--- config.mk ---
export PLATFORM = sky130hd
export DESIGN_NAME = lfu_cache_with_lru_tiebreak
export DESIGN_NICKNAME = d
export VERILOG_FILES = /design/src/rtl/lfu_pkg.sv /design/src/rtl/lfu_ctrl.sv /design/src/rtl/lfu_dp.sv /design/src/rtl/lfu_cache_with_lru_tiebreak.sv
export SDC_FILE = /design/constraint.sdc
export NUM_CORES = 2
export LEC_CHECK = 0
export BUFFER_PORTS_ARGS = -buffer_cell sky130_fd_sc_hd__buf_2
export CORE_MARGIN = 2
export CORE_UTILIZATION = 55
export CTS_CLUSTER_DIAMETER = 60
export DETAILED_ROUTE_END_ITERATION = 12
export PLACE_DENSITY = 0.74
export SYNTH_ARGS = -nofsm -noshare
export SYNTH_HDL_FRONTEND = slang
export SYNTH_SLANG_ARGS = --single-unit
export TNS_END_PERCENT = 20
--- constraint.sdc ---
create_clock -name clk -period 8.85 [get_ports clk]
set_input_delay 0.4425 -clock clk [delete_from_list [all_inputs] [get_ports clk]]
set_output_delay 0.4425 -clock clk [all_outputs]
set_load 0.02 [all_outputs]
--- src/rtl/lfu_pkg.sv ---
package lfu_pkg;
	localparam int ENTRIES    = 16;
	localparam int IDX_BITS   = (ENTRIES > 1) ? $clog2(ENTRIES) : 1;
	localparam int OCC_BITS   = $clog2(ENTRIES + 1);
	localparam int COUNT_BITS = 16;
	localparam int KEY_BITS   = 31;
	localparam int VAL_BITS   = 31;
	localparam int CAP_BITS   = 5;
	localparam logic [COUNT_BITS-1:0] COUNT_MAX = '1;

	typedef enum logic [1:0] {
		ST_IDLE,
		ST_LOOKUP,
		ST_UPDATE,
		ST_OUT
	} lfu_state_t;

	typedef struct packed {
		logic load;
		logic update;
	} lfu_cmd_t;
endpackage

--- src/rtl/lfu_ctrl.sv ---
module lfu_ctrl import lfu_pkg::*; (
	input  logic     clk,
	input  logic     arst_n,
	input  logic     in_fire,
	input  logic     out_fire,
	output logic     busy,
	output logic     res_valid,
	output lfu_cmd_t cmd
);
	lfu_state_t state_q, state_d;

	always_ff @(posedge clk or negedge arst_n) begin
		if (!arst_n) begin
			state_q <= ST_IDLE;
		end else begin
			state_q <= state_d;
		end
	end

	always_comb begin
		state_d = state_q;
		case (state_q)
			ST_IDLE:   if (in_fire) state_d = ST_LOOKUP;
			ST_LOOKUP: state_d = ST_UPDATE;
			ST_UPDATE: state_d = ST_OUT;
			ST_OUT:    if (out_fire) state_d = ST_IDLE;
			default:   state_d = ST_IDLE;
		endcase
	end

	always_comb begin
		cmd.load   = 1'b0;
		cmd.update = 1'b0;
		busy       = 1'b1;
		res_valid  = 1'b0;
		case (state_q)
			ST_IDLE: begin
				busy     = 1'b0;
				cmd.load = in_fire;
			end
			ST_UPDATE: cmd.update = 1'b1;
			ST_OUT:    res_valid = 1'b1;
			default:   ;
		endcase
	end
endmodule

--- src/rtl/lfu_dp.sv ---
module lfu_dp import lfu_pkg::*; (
	input  logic                clk,
	input  logic                arst_n,
	input  lfu_cmd_t            cmd,
	input  logic [CAP_BITS-1:0] capacity,
	input  logic                func,
	input  logic [KEY_BITS-1:0] key,
	input  logic [VAL_BITS-1:0] value,
	output logic                hit,
	output logic [VAL_BITS-1:0] read_value
);
	logic [ENTRIES-1:0]   valid_q;
	logic [KEY_BITS-1:0]  key_q   [ENTRIES];
	logic [VAL_BITS-1:0]  val_q   [ENTRIES];
	logic [COUNT_BITS-1:0] cnt_q  [ENTRIES];
	logic [IDX_BITS-1:0]  rank_q  [ENTRIES];
	logic [OCC_BITS-1:0]  occ_q;

	logic                func_q;
	logic [KEY_BITS-1:0] ikey_q;
	logic [VAL_BITS-1:0] ival_q;

	// lookup stage results
	logic                found_s1, victim_ok_s1, free_ok_s1, evict_s1;
	logic [IDX_BITS-1:0] found_idx_s1, victim_s1, free_s1;

	logic                found;
	logic [IDX_BITS-1:0] found_idx, victim, free_idx;
	logic                victim_ok, free_ok;
	logic [OCC_BITS-1:0] cap_eff;

	// victim search tree nodes
	logic                tv   [ENTRIES];
	logic [IDX_BITS-1:0] tidx [ENTRIES];

	always_comb begin
		found = 1'b0; found_idx = '0;
		for (int j = ENTRIES - 1; j >= 0; j--) begin
			if (valid_q[j] && key_q[j] == ikey_q) begin
				found = 1'b1; found_idx = IDX_BITS'(j);
			end
		end
	end

	always_comb begin
		free_ok = 1'b0; free_idx = '0;
		for (int j = ENTRIES - 1; j >= 0; j--) begin
			if (!valid_q[j]) begin
				free_ok = 1'b1; free_idx = IDX_BITS'(j);
			end
		end
	end

	// oldest-lowest search as a pairwise tree: ranks are unique among valid entries
	always_comb begin
		for (int j = 0; j < ENTRIES; j++) begin
			tv[j]   = valid_q[j];
			tidx[j] = IDX_BITS'(j);
		end
		for (int w = 1; w < ENTRIES; w = w * 2) begin
			for (int j = 0; j + w < ENTRIES; j = j + 2 * w) begin
				if (tv[j + w] && (!tv[j] || cnt_q[tidx[j + w]] < cnt_q[tidx[j]] ||
						(cnt_q[tidx[j + w]] == cnt_q[tidx[j]] &&
						rank_q[tidx[j + w]] > rank_q[tidx[j]]))) begin
					tv[j]   = 1'b1;
					tidx[j] = tidx[j + w];
				end
			end
		end
		victim_ok = tv[0];
		victim    = tidx[0];
	end

	always_comb begin
		if ({1'b0, capacity} > (CAP_BITS+1)'(ENTRIES)) cap_eff = OCC_BITS'(ENTRIES);
		else cap_eff = OCC_BITS'(capacity);
	end

	always_ff @(posedge clk) begin
		if (cmd.load) begin
			func_q <= func;
			ikey_q <= key;
			ival_q <= value;
		end
		found_s1     <= found;
		found_idx_s1 <= found_idx;
		victim_s1    <= victim;
		victim_ok_s1 <= victim_ok;
		free_s1      <= free_idx;
		free_ok_s1   <= free_ok;
		evict_s1     <= (occ_q >= cap_eff);
	end

	// insert target after optional eviction
	logic                do_ins, do_evict;
	logic [IDX_BITS-1:0] ins_idx;
	always_comb begin
		do_ins   = !found_s1 && func_q && (cap_eff != '0);
		do_evict = do_ins && evict_s1 && victim_ok_s1;
		if (do_evict) ins_idx = victim_s1;
		else ins_idx = free_s1;
		if (do_ins && !do_evict && !free_ok_s1) do_ins = 1'b0;
	end

	always_ff @(posedge clk or negedge arst_n) begin
		if (!arst_n) begin
			valid_q <= '0;
			occ_q   <= '0;
			for (int j = 0; j < ENTRIES; j++) rank_q[j] <= '0;
		end else if (cmd.update) begin
			if (found_s1) begin
				for (int j = 0; j < ENTRIES; j++) begin
					if (valid_q[j] && rank_q[j] < rank_q[found_idx_s1])
						rank_q[j] <= rank_q[j] + 1'b1;
				end
				rank_q[found_idx_s1] <= '0;
			end else if (do_ins) begin
				for (int j = 0; j < ENTRIES; j++) begin
					if (valid_q[j] && !(do_evict && rank_q[j] > rank_q[victim_s1]))
						rank_q[j] <= rank_q[j] + 1'b1;
				end
				rank_q[ins_idx] <= '0;
				valid_q[ins_idx] <= 1'b1;
				if (!do_evict) occ_q <= occ_q + 1'b1;
			end
		end
	end

	always_ff @(posedge clk) begin
		if (cmd.update) begin
			if (found_s1) begin
				if (cnt_q[found_idx_s1] != COUNT_MAX)
					cnt_q[found_idx_s1] <= cnt_q[found_idx_s1] + 1'b1;
				if (func_q) val_q[found_idx_s1] <= ival_q;
			end else if (do_ins) begin
				key_q[ins_idx] <= ikey_q;
				val_q[ins_idx] <= ival_q;
				cnt_q[ins_idx] <= COUNT_BITS'(1);
			end
			hit        <= found_s1;
			read_value <= (found_s1 && !func_q) ? val_q[found_idx_s1] : '0;
		end
	end
endmodule

--- src/rtl/lfu_cache_with_lru_tiebreak.sv ---
// Flow: an accepted input transaction passes through the lookup and update
// states; the result is then held valid in the output state until it is taken.
// Items are handled one at a time (accept, lookup, update, output); a new input
// is accepted only once the result of the last one has been taken.
// Reset: arst_n clears all entries to invalid, occupancy to 0, capacity to 16.
module lfu_cache_with_lru_tiebreak import lfu_pkg::*; (
	input  logic        clk,
	input  logic        arst_n,
	input  logic        s_axis_tvalid,
	output logic        s_axis_tready,
	input  logic [63:0] s_axis_tdata,  // func, key[31], value[31], pad
	output logic        m_axis_tvalid,
	input  logic        m_axis_tready,
	output logic [31:0] m_axis_tdata,  // hit, read_value[31]
	input  logic        cfg_valid,
	output logic        cfg_ready,
	input  logic [4:0]  cfg_data
);
	logic [CAP_BITS-1:0] cap_q;
	logic                busy, res_valid, hit;
	logic [VAL_BITS-1:0] read_value;
	lfu_cmd_t            cmd;

	assign cfg_ready     = 1'b1;
	assign s_axis_tready = !busy;
	assign m_axis_tvalid = res_valid;
	assign m_axis_tdata  = {read_value, hit};

	always_ff @(posedge clk or negedge arst_n) begin
		if (!arst_n) cap_q <= CAP_BITS'(16);
		else if (cfg_valid) cap_q <= cfg_data;
	end

	lfu_ctrl u_ctrl (
		.clk, .arst_n,
		.in_fire  (s_axis_tvalid && s_axis_tready),
		.out_fire (m_axis_tvalid && m_axis_tready),
		.busy, .res_valid, .cmd
	);

	lfu_dp u_dp (
		.clk, .arst_n, .cmd,
		.capacity   (cap_q),
		.func       (s_axis_tdata[0]),
		.key        (s_axis_tdata[31:1]),
		.value      (s_axis_tdata[62:32]),
		.hit, .read_value
	);
endmodule

======== Word-level counts from Yosys, hierarchy flattened ========
Memory sizes are Yosys's and may differ from the RTL's. A register that Yosys moved wholly into a read port is not among the register bits.
Index checks and enable logic that the tools add are counted.
operators by class
  add/sub/neg operators ................... 18
  $lt $le $gt $ge ......................... 85
  $mul .................................... 0
  reductions and logical operators ........ 189
  shift operators ......................... 0
  bitwise logic cells ..................... 24
  equality and inequality tests ........... 37
  div/mod/pow operators ................... 0
  muxes and demuxes ....................... 256
operators by type and width
  kind                                            number
  two-way mux 4 bit                               166
  equality test 31 bit                            16
  binary-select mux 4 bit (select 4 bit)          16
  equality test 16 bit                            15
  less-than comparator 16 bit                     15
  bitwise AND 64 bit                              2
  two-way mux 64 bit                              2
  NOT 64 bit                                      2
  greater-than comparator 4 bit                   31
  logical AND 1 bit                               106
  >= comparator 5 bit (second input constant)     17
  adder 4 x 1 -> 4 bit (second input constant)    16
  less-than comparator 4 bit                      16
  NOT 4 -> 5 bit                                  10
  two-way mux 1 bit                               45
  zero test 1 bit                                 36
  demux 4 bit (select 4 bit)                      2
  two-way mux 31 bit                              1
  OR reduction 31 bit                             1
  logical OR 1 bit                                30
  two-way mux 3 bit                               10
  two-way mux 2 bit                               10
  NOT 3 -> 5 bit                                  4
  adder 16 x 1 -> 16 bit (second input constant)  1
  other kinds (31)                                39
storage, ports and cells
  memory bits (writable) .................. 1248
  logic and storage cells ................. 649
  bits of input ports ..................... 74
  register bits ........................... 172
  output and inout bits ................... 35
  bits in read-only memories .............. 0
  latch bits .............................. 0
  memories kept ........................... 3
memories
  name        words  width  read ports  clocked after memory_dff  wr ports  RTL line      RTL
  u_dp.key_q  16     31     16          0                         1         lfu_dp.sv:13  logic [KEY_BITS-1:0] key_q [ENTRIES];
  u_dp.val_q  16     31     1           1                         1         lfu_dp.sv:14  logic [VAL_BITS-1:0] val_q [ENTRIES];
  u_dp.cnt_q  16     16     31          0                         1         lfu_dp.sv:15  logic [COUNT_BITS-1:0] cnt_q [ENTRIES];

======== Logic depth before layout (Yosys ltp) ========
An unclocked memory read counts as a cell.
  depth in word-level cells ............... 33
  depth in mapped cells ................... 51
  gate-level depth less buffers ........... 43

======== Cells and area by module ========
From an unflattened synthesis, not the netlist that was laid out.
second synthesis, totals
  cell total of the unflattened synthesis .. 5392
  area total of the unflattened synthesis .. 74388.8 µm²
by module, submodules not included
  module                       instances  area an instance (µm²)  cells each  sequential area each (µm²)
  lfu_dp                       1          74012.2                 5361        42776.0
  lfu_cache_with_lru_tiebreak  1          217.7                   16          126.4
  lfu_ctrl                     1          158.9                   15          50.0

======== Least setup slack after synthesis ========
Ideal clock, no wire load.
  path type ............................... register to register
  start point ............................. mem u_dp.cnt_q[13][5]
  end point ............................... reg u_dp.victim_s1[1]
  arrival time ............................ 8.981 ns
  cell stages (with the launch flop) ...... 42
  setup time .............................. 0.072 ns
  clock period less this slack ............ 9.053 ns
  required time ........................... 8.778 ns
  path buffers ............................ 4
  path slack .............................. -0.203 ns
  cells stage by stage .................... edfxtp_1 -> ha_1 -> a21o_1 -> a221o_1 -> a22o_1 -> nor4b_1 -> a2bb2oi_1 -> clkbuf_1 -> mux2i_1 -> ha_1 -> a21o_1 -> a21oi_1 -> o221ai_1 -> or4_1 -> o211ai_1 -> o21ai_0 -> clkbuf_1 -> clkbuf_1 -> (+6 left out) -> a21oi_1 -> or3_1 -> a21oi_1 -> nand2b_1 -> and2_1 -> buf_2 -> mux4_2 -> a22o_1 -> ha_1 -> nor2b_1 -> o21a_1 -> o21a_1 -> o21ai_0 -> a21boi_0 -> o21ai_0 -> a31oi_1 -> nor2_1 -> mux2i_1
RTL lines
  item                  RTL line      RTL
  start, declared       lfu_dp.sv:15
  end signal, assigned  lfu_dp.sv:87  victim_s1 <= victim;
  end, declared         lfu_dp.sv:25  logic [IDX_BITS-1:0] found_idx_s1, victim_s1, free_s1;

==> results.sh <==
export IMPL_violations="negative setup slack"
export IMPL_crit_top_cell="buf_4"
export IMPL_rsz0062_at_grt="true"
export IMPL_r2r_slack_ns=-0.05
export IMPL_r2r_cells=45
export IMPL_via_per_inst=6.349
export IMPL_die_w_um=372.5
export IMPL_finalWirelength_mm=227.1
export IMPL_ys_seq_area_frac=0.5752
export IMPL_cp_end_kind="flip-flop"
export IMPL_htree_levels=4
export IMPL_status="finished, violations left"
export IMPL_cp_slowest_stage_delay_ns=0.42
export IMPL_hpwlAfterDp_mm=145.3
export IMPL_crit_family="compound AO/OA/AOI/OAI gates"
export IMPL_yosysTopAreaCellShare=0.5401
export IMPL_holdWs_ns=0.07950
export IMPL_finalMaxSlewViolations=0
export IMPL_synthToLayoutAreaGrowth_pct=20.46
export IMPL_muxShareOfSynthArea=0.1016
export IMPL_initial_utilization=0.5526
export IMPL_p_seq_frac=0.367
export IMPL_clock_sinks=1451
export IMPL_synthXorXnorAreaFrac=0.05982
export IMPL_routedWlPerCell_um=27.27
export IMPL_finClkSkew_ns=0.05352
export IMPL_path_buf_inv=10
export IMPL_ir_drop_mv=0.2490
export IMPL_synthesis_area_mm2=0.07467
export IMPL_synthTopCellsByArea="edfxtp_1 54%, mux4_2 8.4%, ha_1 7.3%, xnor2_1 5.3%, dfrtp_1 3.0%"
export IMPL_hold_depth=4
export IMPL_first_pass_iters=7
export IMPL_vias=52873
export IMPL_ys_ff_latch=1451
export IMPL_io_pins=109
export IMPL_synth_cells=5510
export IMPL_placementRows=135
export IMPL_syn_num_nets=6022
export IMPL_r2r_start="u_dp.cnt_q[15][11]$_DFFE_PP_"
export IMPL_worstMarginPinSlew_ns=1.167
export IMPL_switching_share=0.3395
export IMPL_clkLatencyLatePin_ns=0.83
export IMPL_die_area_mm2=0.1387
export IMPL_core_mm2=0.1351
export IMPL_pwr_share_clk=0.292
export IMPL_synth_top_family_by_area="multiplexers"
export IMPL_worst_ep_arrival_time_ns=9.63
export IMPL_p_per_area_mw_per_mm2=255.5
export IMPL_cts_tree="yes"
export IMPL_grt_pass1_wl_mm=332.6
export IMPL_synthArstFlopShare=0.06340
export IMPL_hp_class="in -> reg"
export IMPL_finalSetupTns_ns=-0.1026
export IMPL_clock_tree_root_cell="clkbuf_16"
export IMPL_synthAdderAreaFrac=0.07340
export IMPL_ant_nets=0
export IMPL_crit_slowest_cell="edfxtp_1"
export IMPL_p_total_uw=22980
export IMPL_fin_crit_sh=1.006
export IMPL_gp_congestion=0.9782
export IMPL_clock_path_buffers=3
export IMPL_power_internal_uw=15180
export IMPL_dr_first_iter_drc_count=6156
export IMPL_cts_buffers=158
export IMPL_clkTransAtPathRegs_ns=0.06
export IMPL_yosysTopAreaCell="edfxtp_1"
export IMPL_yosysMostFrequentCell="edfxtp_1"
export IMPL_holdPathEnd="u_ctrl.state_q[1]$_DFFE_PN0P_"
export IMPL_yosys_area_share_simple=0.07919
export IMPL_grt_use_total=0.3260
export IMPL_setup_viol=3
export IMPL_cp_start_kind="flip-flop"
export IMPL_nNetsFinal=6926
export IMPL_fin_crit_ns=8.905
export IMPL_rr_endpoint="u_dp.victim_s1[1]$_DFF_P_"
export IMPL_grt_max_degree=139
export IMPL_fmax_mhz=112.3
export IMPL_synth_common_cells="1,343 x edfxtp_1, 452 x xnor2_1, 438 x ha_1"
export IMPL_ys_flop_type="edfxtp_1"
export IMPL_synth_edf_count=1343
export IMPL_io_buffers=106
export IMPL_pre_cts_ws_ns=-0.5663
export IMPL_worstPathRequired_ns=9.57
export IMPL_crit_fanout=14
export IMPL_p_sw_uw=7801
export IMPL_grt_pass1_vias=52975
export IMPL_synth_compound_area_frac=0.08286
export IMPL_power_leakage_uw=0.03230
export IMPL_yosys_warnings=0
export IMPL_path_class="reg -> reg"
export IMPL_synth_avg_cell_area_um2=13.55
export IMPL_die_y_um=372.5
export IMPL_hold_start="s_axis_tvalid"
export IMPL_fin_ws_ns=-0.05482
export IMPL_yosys_cell_types_count=88
export IMPL_gr_total_overflow=0
export IMPL_final_layout_size_suffix_gt1_frac=0.2526
export IMPL_power_frac_comb=0.342
export IMPL_maxCapViolCount=0
export IMPL_drc=0
export IMPL_hold_viol=0
export IMPL_slew_headroom=0.2220
export IMPL_antenna_found_initial=3
## worst max-delay path by stage
stage,from,to,cells after the start
floorplan,u_dp.cnt_q[11][13]$_DFFE_PP_,u_dp.victim_s1[1]$_DFF_P_,44
global placement,u_dp.cnt_q[1][15]$_DFFE_PP_,u_dp.victim_s1[0]$_DFF_P_,45
detailed placement,u_dp.cnt_q[11][14]$_DFFE_PP_,u_dp.victim_s1[1]$_DFF_P_,48
CTS,u_dp.cnt_q[13][5]$_DFFE_PP_,u_dp.victim_s1[1]$_DFF_P_,42
global route,u_dp.cnt_q[12][7]$_DFFE_PP_,u_dp.victim_s1[1]$_DFF_P_,45
finish,u_dp.cnt_q[15][11]$_DFFE_PP_,u_dp.victim_s1[1]$_DFF_P_,45
## power groups by stage
stage / combinational, µW / clock (µW) / sequential (µW)
final: 7850 / 6700 / 8420
after global routing: 8440 / 7010 / 8440
after CTS: 7520 / 6740 / 8400
after detailed placement: 7350 / 0 / 8530
after global placement: 7160 / 0 / 8510
after floorplan: 4000 / 0 / 8550
## state kept, by name, summed over array words and instances (netlist names), 2 cells and up
signal	count
u_ctrl.state_q	2
u_dp.occ_q	5
u_dp.victim_s1	4
u_dp.rank_q	64
u_dp.key_q	496
u_dp.read_value	31
u_dp.cnt_q	256
cap_q	5
u_dp.val_q	496
u_dp.ikey_q	31
u_dp.valid_q	16
u_dp.free_s1	4
u_dp.ival_q	31
u_dp.found_idx_s1	4
## cells in the final DEF, fill, tap and decap left out, drive strengths merged, types with 79 or more instances in the layout
master / n
edfxtp: 1343
dfrtp: 91
o21ai: 293
nor2: 222
nand4: 193
mux4: 293
inv: 249
a21oi: 344
mux2i: 79
clkbuf: 191
nor2b: 99
xnor2: 452
nand2: 404
ha: 438
buf: 934
## metrics by stage
| step | util | cell area [µm²] | instances |
|---|---|---|---|
| finish | 0.6656 | 89940 | 8328 |
| detailed placement | 0.6136 | 82910 | 7938 |
| floorplan | - | 74680 | 5510 |
| global route | 0.6656 | 89940 | 8326 |
| global placement | 0.6136 | 82910 | 7938 |
| CTS | 0.6614 | 89370 | 8312 |
## worst min-delay path, stage by stage
cell and delay (ns):
buf_2 0.11, inv_1 0.05, a21oi_1 0.09, o21ai_0 0.14
## cells by family after synthesis
kind of cell / after synthesis
compound gates: 1015
xor+xnor: 510
fa+ha+maj: 438
buf+inv: 505
flops: 1451
mux: 385
other cells: 1
simple gates: 1205
## layer usage
layer / routed length (µm) / vias up / track usage
met5: 13 / - / 0
met4: 10940 / 2 / 0.1464
met3: 21060 / 619 / 0.06171
met2: 108400 / 3064 / 0.5280
met1: 86700 / 26267 / 0.4298
li1: - / 22921 / -
## cell type report
class / count / area (µm²)
Tap cell: 1781 / 2228
Timing Repair Buffer: 1010 / 7854
Sequential cell: 1451 / 42970
Multi-Input combinational cell: 3555 / 30690
Inverter: 238 / 894.6
Fill cell: 9379 / 45190
Clock buffer: 190 / 4105
Clock inverter: 101 / 1201
Antenna cell: 2 / 5.005
## repair_timing
item | 4_1_cts | 5_1_grt
resized for setup | 77 | 87
endpoints found under the hold margin | 103 | 0
pin swaps | 29 | 48
endpoints found under the setup margin | 4 | 4
hold buffers | 75 | 0
gates cloned | 1 | 1
buffers inserted | 7 | 13
No activity file was read; power rests on OpenSTA's default activity.
